[src/sv/bitmap_frame_allocator_macros.svh]
// assertion macros for the bitmap frame allocator
`ifndef BITMAP_FRAME_ALLOCATOR_MACROS_SVH
`define BITMAP_FRAME_ALLOCATOR_MACROS_SVH

`ifndef SYNTHESIS
`define BFA_ASSERT_IMPL(label, clk, rstn, ante, cons) \
    label: assert property (@(posedge clk) disable iff (!(rstn)) (ante) |-> (cons)) \
        else $error("assertion failed");
`define BFA_ASSERT_NEXT(label, clk, rstn, ante, cons) \
    label: assert property (@(posedge clk) disable iff (!(rstn)) (ante) |=> (cons)) \
        else $error("assertion failed");
`else
`define BFA_ASSERT_IMPL(label, clk, rstn, ante, cons)
`define BFA_ASSERT_NEXT(label, clk, rstn, ante, cons)
`endif

`endif

[src/sv/bfa_pkg.sv]
// shared types and constants of the bitmap frame allocator
package bfa_pkg;

    localparam int FRAME_W = 12;
    localparam int LIMIT_W = 13;
    localparam int WORD_W  = 32;
    localparam int WORD_SH = 5;
    localparam int PAGE_LIMIT_RESET = 4096;

    typedef enum logic {
        FUNC_ALLOC = 1'b0,
        FUNC_FREE  = 1'b1
    } func_t;

    typedef enum logic {
        REG_PAGE_LIMIT = 1'b0,
        REG_NONE       = 1'b1
    } reg_idx_t;

    typedef struct packed {
        func_t              func;
        logic [FRAME_W-1:0] frame;
        logic               in_range;
    } cmd_t;

    typedef enum logic [2:0] {
        ST_CLEAR,
        ST_IDLE,
        ST_FREE_MOD,
        ST_FILL_RD,
        ST_FILL_LD,
        ST_FILL_SCAN,
        ST_OUT
    } back_state_t;

endpackage

[src/sv/bfa_cmd_fifo.sv]
// two-entry command queue between front and back end
module bfa_cmd_fifo (
    input  logic          aclk,
    input  logic          aresetn,
    input  logic          push,
    input  bfa_pkg::cmd_t push_cmd,
    output logic          full,
    input  logic          pop,
    output logic          valid,
    output bfa_pkg::cmd_t pop_cmd
);
    import bfa_pkg::*;

    cmd_t       slot_reg [2];
    logic       wr_ptr_reg, wr_ptr_next;
    logic       rd_ptr_reg, rd_ptr_next;
    logic [1:0] cnt_reg, cnt_next;

    // no request transaction is taken while reset is held
    assign full    = (cnt_reg == 2'd2) || !aresetn;
    assign valid   = (cnt_reg != 2'd0);
    assign pop_cmd = slot_reg[rd_ptr_reg];

    always_comb begin
        wr_ptr_next = push ? !wr_ptr_reg : wr_ptr_reg;
        rd_ptr_next = pop ? !rd_ptr_reg : rd_ptr_reg;
        cnt_next    = cnt_reg + {1'b0, push} - {1'b0, pop};
    end

    always_ff @(posedge aclk) begin
        if (!aresetn) begin
            wr_ptr_reg <= 1'b0;
            rd_ptr_reg <= 1'b0;
            cnt_reg    <= 2'd0;
        end else begin
            wr_ptr_reg <= wr_ptr_next;
            rd_ptr_reg <= rd_ptr_next;
            cnt_reg    <= cnt_next;
        end
    end

    always_ff @(posedge aclk) begin
        if (push) begin
            slot_reg[wr_ptr_reg] <= push_cmd;
        end
    end
endmodule

[config.mk]
export PLATFORM = sky130hd
export DESIGN_NAME = bfa_cmd_fifo
export DESIGN_NICKNAME = d
export VERILOG_FILES = /design/src/sv/bitmap_frame_allocator_macros.svh /design/src/sv/bfa_pkg.sv /design/src/sv/bfa_cmd_fifo.sv
export SDC_FILE = /design/constraint.sdc
export NUM_CORES = 1
export LEC_CHECK = 0
export ABC_AREA = 1
export BUFFER_PORTS_ARGS = -buffer_cell sky130_fd_sc_hd__buf_4
export CAP_MARGIN = 10
export CORE_ASPECT_RATIO = 0.8
export CORE_MARGIN = 4
export CORE_UTILIZATION = 34
export CTS_CLUSTER_SIZE = 30
export DETAILED_ROUTE_END_ITERATION = 12
export SYNTH_ARGS = -nofsm -noshare
export SYNTH_HDL_FRONTEND = slang
export SYNTH_SLANG_ARGS = --single-unit
[constraint.sdc]
create_clock -name aclk -period 1.6 [get_ports aclk]
set_input_delay 0.24 -clock aclk [delete_from_list [all_inputs] [get_ports aclk]]
set_output_delay 0.24 -clock aclk [all_outputs]
set_load 0.03 [all_outputs]
==> flow_metrics.tcl <==
set metrics [dict create \
    outcome "finished, final reports clean" \
    finalWirelength_um 2150 \
    tritoncts "yes" \
    synth_top_family_by_area "multiplexers" \
    relSlewSlack_pct 87.6 \
    hold_viol 0 \
    tightest_slew_ps 186 \
    critPathKind "flip-flop to output pin" \
    io_pins 34 \
    yosys.area_share.simple_pct 5.26 \
    report.final.slew_viol_count 0 \
    clockBufferDepth 2 \
    peakVddDrop_v 0.000579 \
    cts_made_buffers 5 \
    cp_slowest_cell "mux2_2" \
    finalCritPeriodShare_pct 95.6 \
    first_pass_iters 4 \
    cp-end-kind "output pin" \
    diodes 0 \
    via_per_inst 4.51 \
    avgRoutedWirePerCell_um 13.2 \
    grt_overflow 0 \
    place_area_um2 1560 \
    crit_fanout 10 \
    drtIter0Drc 34 \
    finClkSkew_ps 2.21 \
    fin_area_um2 1650 \
    arrival_ps 1290 \
    die_area_um2 4670 \
    grt_antenna_before_repair 0 \
    drc 0 \
    synthesis.nets 96 \
    cts_sinks 33 \
    power_per_cell_area_nw_per_um2 1150 \
    yosys_warnings 0 \
    detail-route-antenna-nets 0 \
    grt_pass1_wl_um 3420 \
    nets 140 \
    place.gp.congestion 0.706 \
    cts_hold_buf 0 \
    rsz0062_at_grt "no" \
    cts_max_level 2 \
    fmax_ghz 0.654 \
    setup_viol 0 \
    die_w_um 75.4 \
    io_buffers 33 \
    drive_above_1_share_pct 48.8 \
    synthTopCellsByArea "edfxtp_1, mux2_2, dfxtp_1" \
    tns_ps 0 \
    netlist_area_um2 1240 \
    syn2layout_area_growth_pct 33.4 \
    fin_crit_ps 1530 \
    ys_seq_area_share_pct 76.1 \
    muxShareOfSynthArea_pct 12.8 \
    grt_pass1_vias 765 \
    vias 735 \
    netlist_instances 76 \
    start_util_pct 35.6 \
    grt_max_degree 11 \
    largest_reg_flops 28 \
    required_ps 1360 \
    worstSkewPairLatency_ps 270 \
    core_um2 3470 \
    die_h_um 61.9 \
    path_cells "buf_6, mux2_2, buf_4" \
    yosys.area_share.xor_xnor_pct 0 \
    hold_path_class "input port to flip-flop" \
    cp-start-kind "flip-flop" \
    p_leak_nw 0.683 \
    cap_viol_max_count 0 \
    yosysTopAreaCell "edfxtp_1" \
    fillers 313 \
    synth_area_per_cell_um2 16.3 \
    synth-compound-area-share_pct 0.810 \
    yosysUniqueCellTypes 11 \
    cp_slowest_stage_delay_ps 350 \
    ys_seq_elements 33 \
    synth.top_cell.area_share_pct 68.0 \
    clkSlewWorstSetupHoldPaths_ps 70 \
    grt_usage_pct 10.6 \
    rows 19 \
    post_synth_fa_ha_maj_area_fraction_pct 2.02 \
    hpwlAfterDp_um 1570 \
    root_buffer "clkbuf_8" \
]
==> path summary, 6_finish.rpt <==
kind                                  start             end  cells past startpoint  slack (ps)
worst max-delay path              flip-flop     pop_cmd[11]                      3          70
worst min-delay path            push_cmd[6]  slot_reg[0][6]                      1         150
worst max register to register   cnt_reg[0]      cnt_reg[1]                      6         470
worst min register to register   rd_ptr_reg      rd_ptr_reg                      2         500
==> area by class of cell <==
| cell class | instances | area [µm²] | share of cell area (%) |
|---|---|---|---|
| inverters | 7 | 26.3 | 1.59 |
| repair buffers | 38 | 289 | 17.5 |
| clock buffers | 6 | 72.6 | 4.40 |
| flip-flops and latches | 33 | 941 | 57.1 |
| clock inverters | 2 | 10.0 | 0.607 |
| multi-input cells | 35 | 258 | 15.6 |
| well taps | 42 | 52.6 | 3.19 |
==> through the flow <==
stage	total power [mW]	setup WS (ps)	util, %	instances	hold WS, ps
after floorplan	1.21	280	-	76	333
after global placement	1.33	336	45.0	155	426
after detailed placement	1.34	329	45.0	155	428
after CTS	1.93	16.6	47.4	163	132
after global routing	2.00	2.53	47.5	163	128
final	1.90	70.1	47.5	163	146
==> critical path, delay by kind of cell (launching register included) <==
kind                   cells  cell delay (ps)
buffers and inverters      2              330
DFF                        1              340
muxes                      1              350
==> power breakdown <==
part	internal [mW]	switching (mW)	total (mW)
clock network	0.301	0.282	0.583
logic	0.139	0.178	0.317
registers	0.989	0.0142	1.00
total	1.43	0.475	1.90
==> Yosys cell counts <==
cell / n
mux2_2: 14
nand2_1: 9
inv_1: 7
edfxtp_1: 28
o21ai_0: 1
nand3_1: 1
dfxtp_1: 5
nor2_1: 7
a21oi_1: 1
buf_6: 1
ha_1: 2
==> layout by cell type (no fill, tap or decap) <==
master,synthesis,layout
ha_1,2,2
mux2_2,14,14
nand3_1,1,1
nand2_1,9,9
inv_1,7,7
edfxtp_1,28,28
buf_4,0,37
o21ai_0,1,1
buf_6,1,1
dfxtp_1,5,5
clkinv_2,0,2
a21oi_1,1,1
clkbuf_1,0,1
nor2_1,7,7
clkbuf_8,0,5
==> per-layer routing <==
layer / vias up / global-route usage (%) / wire length [µm]
li1: 355 / - / -
met1: 355 / 12.5 / 907
met2: 21 / 16.7 / 1060
met3: 4 / 4.02 / 150
met4: 0 / 5.99 / 38
met5: - / 0 / 0
==> repair_timing <==
action / 4_1_cts / 5_1_grt
setup endpoints to repair: 0 / 10
setup buffers: 0 / 0
resized for setup: 0 / 1
==> cells by family after synthesis <==
| family | after synthesis |
|---|---|
| flops | 33 |
| simple gates | 17 |
| mux | 14 |
| buf+inv | 8 |
| compound gates | 2 |
| fa+ha+maj | 2 |
(Power assumes the default switching activity.)
